### src/design/sha1_byte_stream_hasher_macros.svh
// ----------------------------------------------------------------------------
// SHA-1 byte stream hasher assertion macros
// Concurrent assertion helpers clocked on clk_i and disabled in reset.
// ----------------------------------------------------------------------------
`ifndef SHA1_BYTE_STREAM_HASHER_MACROS_SVH
`define SHA1_BYTE_STREAM_HASHER_MACROS_SVH
`ifndef SYNTH
`define SHA1_BSH_ASSERT(name, cond) \
  name: assert property (@(posedge clk_i) disable iff (!rst_ni) (cond)) \
    else $error("sha1 hasher assertion failed");
`define SHA1_BSH_ASSERT_NEXT(name, pre, post) \
  name: assert property (@(posedge clk_i) disable iff (!rst_ni) (pre) |=> (post)) \
    else $error("sha1 hasher assertion failed");
`else
`define SHA1_BSH_ASSERT(name, cond)
`define SHA1_BSH_ASSERT_NEXT(name, pre, post)
`endif
`endif

### src/design/sha1_bsh_pkg.sv
// ----------------------------------------------------------------------------
// SHA-1 hasher package
// Shared types, constants and helper functions of the SHA-1 byte hasher.
// ----------------------------------------------------------------------------
`default_nettype none

package sha1_bsh_pkg;

  typedef logic [31:0]      word_t;
  typedef logic [4:0][31:0] abcde_t;

  localparam int unsigned ROUNDS     = 80;
  localparam int unsigned ROUND_BITS = 7;

  localparam word_t ROUND_K0 = 32'h5a827999;
  localparam word_t ROUND_K1 = 32'h6ed9eba1;
  localparam word_t ROUND_K2 = 32'h8f1bbcdc;
  localparam word_t ROUND_K3 = 32'hca62c1d6;

  // Index 0 holds H0.
  localparam abcde_t INIT_VECTOR = {32'hc3d2e1f0, 32'h10325476, 32'h98badcfe,
                                    32'hefcdab89, 32'h67452301};

  localparam logic [7:0] PAD_MARK   = 8'h80;
  localparam logic [5:0] LENGTH_POS = 6'd56;

  // Controls from the sequencer to the message schedule.
  typedef struct packed {
    logic       put;        // one message or pad byte enters
    logic [7:0] data;
    logic       word_done;  // the byte completes a 32-bit word
    logic       step;       // advance the schedule by one round
  } sched_ctl_t;

  function automatic word_t rotl1(word_t x);
    return {x[30:0], x[31]};
  endfunction

  function automatic word_t rotl5(word_t x);
    return {x[26:0], x[31:27]};
  endfunction

  function automatic word_t rotl30(word_t x);
    return {x[1:0], x[31:2]};
  endfunction

endpackage

`default_nettype wire

### src/design/sha1_byte_stream_hasher.sv
// ----------------------------------------------------------------------------
// SHA-1 byte stream hasher
// Absorbs message bytes, pads on finish and emits the five digest words.
// ----------------------------------------------------------------------------
// A data byte is taken whenever the input is not stalled. The byte ending a
// 64-byte block holds the input stalled for 80 rounds through the single
// shared round unit and a final step that folds the working words into the
// chain value. A finish transaction feeds the pad bytes, the 0x80 mark, zero
// fill and the eight length bytes, one per cycle through the same byte path
// outside compressions, runs one or two compressions, and then presents H0
// to H4 as five output transactions; the input stays stalled until the last
// word is taken. After that the hasher is back at the initial vector.
`default_nettype none

`include "sha1_byte_stream_hasher_macros.svh"

module sha1_byte_stream_hasher (
  input  logic        clk_i,
  input  logic        rst_ni,
  input  logic        in_valid_i,
  output logic        in_stall_o,
  input  logic        mode_i,
  input  logic [7:0]  data_byte_i,
  output logic        out_valid_o,
  input  logic        out_stall_i,
  output logic [31:0] digest_word_o,
  output logic [2:0]  word_index_o,
  output logic        last_word_o
);

  typedef enum logic [2:0] {
    ST_IDLE,
    ST_PAD,
    ST_COMP,
    ST_FINAL,
    ST_EMIT
  } state_e;

  state_e                                 state_q;
  sha1_bsh_pkg::abcde_t                   chain_q;
  sha1_bsh_pkg::abcde_t                   work_q;
  sha1_bsh_pkg::abcde_t                   work_next;
  logic [sha1_bsh_pkg::ROUND_BITS-1:0]    round_q;
  logic [5:0]                             fill_q;
  logic [31:0]                            msg_bytes_q;
  logic                                   first_q;
  logic                                   pad_q;
  logic                                   len_q;
  logic [2:0]                             widx_q;
  logic                                   in_acc;
  logic                                   out_acc;
  logic                                   put_c;
  logic [7:0]                             put_data_c;
  logic [7:0]                             pad_byte_c;
  sha1_bsh_pkg::sched_ctl_t               sched_ctl;
  sha1_bsh_pkg::word_t                    sched_w;

  function automatic logic [7:0] length_byte(logic [2:0] pos, logic [31:0] n);
    logic [7:0] r;
    unique case (pos)
      3'd3:    r = {5'd0, n[31:29]};
      3'd4:    r = n[28:21];
      3'd5:    r = n[20:13];
      3'd6:    r = n[12:5];
      3'd7:    r = {n[4:0], 3'd0};
      default: r = 8'd0;
    endcase
    return r;
  endfunction

  assign in_stall_o    = (state_q != ST_IDLE);
  assign in_acc        = in_valid_i && !in_stall_o;
  assign out_valid_o   = (state_q == ST_EMIT);
  assign out_acc       = out_valid_o && !out_stall_i;
  assign digest_word_o = chain_q[0];
  assign word_index_o  = widx_q;
  assign last_word_o   = (widx_q == 3'd4);

  // Length bytes start once the fill reaches the length position after the mark.
  always_comb begin
    priority if (first_q) begin
      pad_byte_c = sha1_bsh_pkg::PAD_MARK;
    end else if (len_q || (fill_q == sha1_bsh_pkg::LENGTH_POS)) begin
      pad_byte_c = length_byte(fill_q[2:0], msg_bytes_q);
    end else begin
      pad_byte_c = 8'd0;
    end
  end

  always_comb begin
    put_c      = 1'b0;
    put_data_c = pad_byte_c;
    if (state_q == ST_IDLE) begin
      put_c      = in_acc && !mode_i;
      put_data_c = data_byte_i;
    end else if (state_q == ST_PAD) begin
      put_c = 1'b1;
    end
  end

  assign sched_ctl.put       = put_c;
  assign sched_ctl.data      = put_data_c;
  assign sched_ctl.word_done = put_c && (fill_q[1:0] == 2'd3);
  assign sched_ctl.step      = (state_q == ST_COMP);

  sha1_bsh_sched u_sched (
    .clk_i (clk_i),
    .ctl_i (sched_ctl),
    .w_o   (sched_w)
  );

  sha1_bsh_round u_round (
    .work_i  (work_q),
    .w_i     (sched_w),
    .round_i (round_q),
    .work_o  (work_next)
  );

  always_ff @(posedge clk_i) begin
    if ((put_c && (fill_q == 6'd63))) begin
      work_q <= chain_q;
    end else if (state_q == ST_COMP) begin
      work_q <= work_next;
    end
  end

  always_ff @(posedge clk_i or negedge rst_ni) begin
    if (!rst_ni) begin
      state_q     <= ST_IDLE;
      chain_q     <= sha1_bsh_pkg::INIT_VECTOR;
      round_q     <= '0;
      fill_q      <= '0;
      msg_bytes_q <= '0;
      first_q     <= 1'b0;
      pad_q       <= 1'b0;
      len_q       <= 1'b0;
      widx_q      <= '0;
    end else begin
      if (put_c) begin
        fill_q <= fill_q + 6'd1;
      end
      unique case (state_q)
        ST_IDLE: begin
          if (in_acc) begin
            if (mode_i) begin
              state_q <= ST_PAD;
              first_q <= 1'b1;
              pad_q   <= 1'b1;
              len_q   <= 1'b0;
            end else begin
              msg_bytes_q <= msg_bytes_q + 32'd1;
              if (fill_q == 6'd63) begin
                state_q <= ST_COMP;
                round_q <= '0;
              end
            end
          end
        end
        ST_PAD: begin
          first_q <= 1'b0;
          if (!first_q && (fill_q == sha1_bsh_pkg::LENGTH_POS)) begin
            len_q <= 1'b1;
          end
          if (fill_q == 6'd63) begin
            state_q <= ST_COMP;
            round_q <= '0;
          end
        end
        ST_COMP: begin
          round_q <= round_q + 7'd1;
          if (round_q == 7'(sha1_bsh_pkg::ROUNDS - 1)) begin
            state_q <= ST_FINAL;
          end
        end
        ST_FINAL: begin
          for (int i = 0; i < 5; i++) begin
            chain_q[i] <= chain_q[i] + work_q[i];
          end
          if (!pad_q) begin
            state_q <= ST_IDLE;
          end else if (len_q) begin
            state_q <= ST_EMIT;
            widx_q  <= '0;
          end else begin
            state_q <= ST_PAD;
          end
        end
        ST_EMIT: begin
          if (out_acc) begin
            widx_q <= widx_q + 3'd1;
            if (widx_q == 3'd4) begin
              state_q     <= ST_IDLE;
              chain_q     <= sha1_bsh_pkg::INIT_VECTOR;
              fill_q      <= '0;
              msg_bytes_q <= '0;
              pad_q       <= 1'b0;
              len_q       <= 1'b0;
            end else begin
              chain_q <= {chain_q[0], chain_q[4:1]};
            end
          end
        end
        default: begin
          state_q <= ST_IDLE;
        end
      endcase
    end
  end

  `SHA1_BSH_ASSERT(a_round_range, (state_q != ST_COMP) || (round_q < 7'd80))
  `SHA1_BSH_ASSERT(a_emit_blocks_input, !out_valid_o || in_stall_o)
  `SHA1_BSH_ASSERT_NEXT(a_block_end_compress, in_acc && !mode_i && (fill_q == 6'd63), in_stall_o && (state_q == ST_COMP))
  `SHA1_BSH_ASSERT_NEXT(a_last_word_restart, out_acc && last_word_o, !in_stall_o && (fill_q == 6'd0))
  `SHA1_BSH_ASSERT(a_index_range, !out_valid_o || (widx_q <= 3'd4))

endmodule

`default_nettype wire

### src/design/sha1_bsh_sched.sv
// ----------------------------------------------------------------------------
// SHA-1 message schedule
// Packs bytes big-endian into words and holds the sixteen-word rolling
// schedule as a shift line with fixed taps.
// ----------------------------------------------------------------------------
`default_nettype none

module sha1_bsh_sched (
  input  logic                     clk_i,
  input  sha1_bsh_pkg::sched_ctl_t ctl_i,
  output sha1_bsh_pkg::word_t      w_o
);

  logic [23:0]               acc_q;
  sha1_bsh_pkg::word_t [15:0] sw_q;
  sha1_bsh_pkg::word_t       new_w;

  // Entry 0 is the word of the current round; the new word extends by 16.
  assign new_w = sha1_bsh_pkg::rotl1(sw_q[13] ^ sw_q[8] ^ sw_q[2] ^ sw_q[0]);
  assign w_o   = sw_q[0];

  always_ff @(posedge clk_i) begin
    if (ctl_i.put) begin
      acc_q <= {acc_q[15:0], ctl_i.data};
      if (ctl_i.word_done) begin
        sw_q <= {{acc_q, ctl_i.data}, sw_q[15:1]};
      end
    end else if (ctl_i.step) begin
      sw_q <= {new_w, sw_q[15:1]};
    end
  end

endmodule

`default_nettype wire

### src/design/sha1_bsh_round.sv
// ----------------------------------------------------------------------------
// SHA-1 round unit
// One compression round: boolean function, constant and the five-way rotate.
// ----------------------------------------------------------------------------
`default_nettype none

module sha1_bsh_round (
  input  sha1_bsh_pkg::abcde_t                      work_i,
  input  sha1_bsh_pkg::word_t                       w_i,
  input  logic [sha1_bsh_pkg::ROUND_BITS-1:0]       round_i,
  output sha1_bsh_pkg::abcde_t                      work_o
);

  sha1_bsh_pkg::word_t a, b, c, d, e, f, k;

  assign a = work_i[0];
  assign b = work_i[1];
  assign c = work_i[2];
  assign d = work_i[3];
  assign e = work_i[4];

  always_comb begin
    priority if (round_i < 7'd20) begin
      f = d ^ (b & (c ^ d));
      k = sha1_bsh_pkg::ROUND_K0;
    end else if (round_i < 7'd40) begin
      f = b ^ c ^ d;
      k = sha1_bsh_pkg::ROUND_K1;
    end else if (round_i < 7'd60) begin
      f = (b & c) | (d & (b | c));
      k = sha1_bsh_pkg::ROUND_K2;
    end else begin
      f = b ^ c ^ d;
      k = sha1_bsh_pkg::ROUND_K3;
    end
  end

  assign work_o[0] = f + k + sha1_bsh_pkg::rotl5(a) + e + w_i;
  assign work_o[1] = a;
  assign work_o[2] = sha1_bsh_pkg::rotl30(b);
  assign work_o[3] = c;
  assign work_o[4] = d;

endmodule

`default_nettype wire

### config.mk
export PLATFORM = sky130hd
export DESIGN_NAME = sha1_byte_stream_hasher
export DESIGN_NICKNAME = d
export VERILOG_FILES = /design/src/design/sha1_bsh_pkg.sv /design/src/design/sha1_byte_stream_hasher.sv /design/src/design/sha1_bsh_sched.sv /design/src/design/sha1_bsh_round.sv
export VERILOG_INCLUDE_DIRS = /design/src /design/src/design
export SDC_FILE = /design/constraint.sdc
export NUM_CORES = 2
export LEC_CHECK = 0
export BUFFER_PORTS_ARGS = -buffer_cell sky130_fd_sc_hd__buf_2
export CAP_MARGIN = 20
export CORE_UTILIZATION = 35
export DETAILED_ROUTE_END_ITERATION = 10
export PLACE_DENSITY = 0.47
export SYNTH_ARGS = -nofsm -noshare
export SYNTH_HDL_FRONTEND = slang
export SYNTH_HIERARCHICAL = 1
export SYNTH_SLANG_ARGS = --single-unit
export TNS_END_PERCENT = 20
### constraint.sdc
create_clock -name clk_i -period 13.89 [get_ports clk_i]
set_input_delay 2.778 -clock clk_i [delete_from_list [all_inputs] [get_ports clk_i]]
set_output_delay 2.778 -clock clk_i [all_outputs]
set_load 0.02 [all_outputs]
==> qor.yml <==
setup_tns_ps: 0
ioPinCount: 51
crit_top_cell: "buf_4"
crit_slowest_cell: "buf_4"
portBuffers: 50
synth_most_common_cell: "nand2_1"
period_share_pct: 44.2
globalRouteTotalUtil_pct: 20.0
dp_cells: 6115
rows: 137
cts_hold_buf: 0
worstPathRequired_ps: 14220
grt_pass1_vias: 32700
timing.final.crit_period_ps: 6140
grt_setup_unrepaired: "no"
htree_levels: 3
ys.flop_type: "edfxtp_1"
wl_per_cell_um: 22.6
synth_top_family_by_area: "compound AO/OA/AOI/OAI gates"
dieHeight_um: 379
grt_antenna_before_repair: 4
setup_slack_ps: 7750
drc_errors: 0
syn_area_um2: 49600
root_buffer: "clkbuf_16"
drtAntennaViolNets: 0
finalClockSkew_ps: 24.0
hold_viol: 0
clockBufferDepth: 3
ys_seq_area_share_pct: 53.1
instances_no_fill: 6312
cts_sinks: 910
synthTopCellsByCount: "nand2_1 (784), edfxtp_1 (696), nor2_1 (312), a21oi_1 (229), inv_1 (227)"
worst-path-buf-inv: 3
setup_viol: 0
syn_inst: 4519
hold_class: "register to register"
slew_headroom_pct: 24.5
max_freq_mhz: 163
worst_slew_pin_slew_ps: 1130
ys_types: 96
setup.worst_path.class: "input port to register"
synthSimpleGateAreaFrac_pct: 12.1
drive_above_1_share_pct: 9.43
ir_drop_mv: 0.159
cts_tree: "done"
grt.overflow.total: 0
critPathTopFamily: "buffers and inverters"
dieWidth_um: 379
synthArstFlopShare_pct: 23.5
cts.reportedPaths.clkPinSlew_ps: 60
critPathMaxFanout: 115
nNetsFinal: 4683
drt_iter0_markers: 2752
cp.arrival_ps: 6460
avgSynthCellArea_um2: 11.0
slew_viol_final: 0
p_per_area_nw_per_um2: 270
synth-adder-area-share_pct: 10.1
via_count: 32900
synth_edf_count: 696
p_total_mw: 14.6
yosys-top-cells-area: "edfxtp_1 (42%), dfrtp_1 (6.8%), nand2_1 (5.9%)"
syn_nets: 4858
synth_largest_area_cell: "edfxtp_1"
fill_cells: 13800
area_delta_synth_final_pct: 8.83
coreArea_um2: 140000
dr.pass1.iters: 6
avgViaCountPerCell: 5.21
yosys.area.top_type_share_pct: 42.1
yosys_warnings: 6
clkLatencyLatePin_ps: 720
cap_violations: 0
post-place-ws_ps: 6860
finalWirelength_um: 143000
start_util_pct: 35.4
post_cts_buffers: 0
place_congestion: 0.936
synth-xor-area-share_pct: 5.11
ys_seq_elements: 910
synth.area.mux_share_pct: 0.849
crit_chain: "buf_2 -> nor2b_1 -> o21a_4 -> and2_1 -> mux2_8 -> buf_4 -> buf_4"
cts.repair.resized: 0
endpoint_kind: "register"
p_leak_nw: 20.9
synth-compound-area-share_pct: 12.7
cts_buffers: 101
grt_max_degree: 165
dieArea_um2: 143000
max_stage_delay_ps: 870
hpwl_um: 99900
cp-start-kind: "input port"
grt_pass1_wl_um: 213000
status: "finished clean"
==> report_power, final <==
part           internal [mW]  switching [mW]
registers               4.33           0.718
clock network           1.64            1.17
logic                   2.64            4.08
total                   8.62            5.97
==> state kept, by name, summed over array words and instances, names as in the netlist <==
| signal | flops |
|---|---|
| work_q | 160 |
| first_q | 1 |
| pad_q | 1 |
| chain_q | 128 |
| digest_word_o | 32 |
| u_sched/w_o | 32 |
| round_q | 7 |
| u_sched/sw_q | 480 |
| len_q | 1 |
| state_q | 3 |
| word_index_o | 3 |
| msg_bytes_q | 32 |
| fill_q | 6 |
| u_sched/acc_q | 24 |
==> metal layers <==
layer  GRT usage, %  routed length [µm]
met3           2.67                7690
met5              0                   0
met4           5.79                3290
met1           29.3               68100
met2           30.7               63400
==> cells in the final DEF (no fill, tap or decap), drive strengths merged, types with 9 or more instances in the layout <==
cell type and instances:
a211oi 33, a21boi 10, a21o 77, a21oi 235, a221o 17, a221oi 39
a31oi 69, and2 18, and3 38, buf 87, bufinv 12, clkbuf 136
clkinv 35, dfrtp 134, dfstp 80, edfxtp 696, fa 125, ha 201
inv 232, mux2 14, mux2i 26, nand2 784, nand2b 19, nand3 87
nand4 24, nor2 313, nor2b 21, nor3 43, o211ai 17, o21a 25
o21ai 244, o21bai 22, o221ai 9, o22ai 31, o311ai 14, o31ai 24
or3 31, xnor2 200, xor2 87
==> worst paths after layout <==
kind | from | slack [ps] | cells after the start | to
setup / recovery | in_valid_i | 7750 | 7 | u_sched/sw_q[356]
hold / removal | u_sched/sw_q[33] | 400 | 0 | u_sched/w_o[1]
setup reg to reg | round_q[4] | 7790 | 20 | work_q[29]
hold reg to reg | u_sched/sw_q[33] | 400 | 0 | u_sched/w_o[1]
max in group asynchronous | rst_ni | 10380 | 2 | msg_bytes_q[21]
min in group asynchronous | rst_ni | 2130 | 1 | chain_q[33]
==> kinds of logic (layout without fill, tap and decap cells) <==
kind of cell	after synthesis	after routing
multiplexers	40	40
other	0	3
AO/OA/AOI/OAI	947	947
AND/OR/NAND/NOR	1414	1414
buffers and inverters	594	508
XOR/XNOR	288	288
flip-flops	910	910
adder cells (fa/ha/maj)	326	326
==> cell type report <==
cell class / instances / area [µm²] / share of cell area [%]
repair buffers: 88 / 601 / 1.11
multi-input cells: 3015 / 20400 / 37.7
clock buffers: 135 / 2780 / 5.14
clock inverters: 57 / 713 / 1.32
inverters: 228 / 858 / 1.59
flip-flops and latches: 910 / 26400 / 48.8
diodes: 3 / 7.51 / 0.0139
well taps: 1876 / 2350 / 4.34
==> through the flow <==
step / area [µm²] / util (%) / hold slack, ps
5_1_grt: 54000 / 38.6 / 416
3_5_place_dp: 50500 / 36.1 / 405
3_3_place_gp: 50500 / 36.1 / 400
6_report: 54000 / 38.6 / 398
4_1_cts: 54000 / 38.5 / 408
2_1_floorplan: 49600 / - / 400
(Power assumes the default switching activity.)
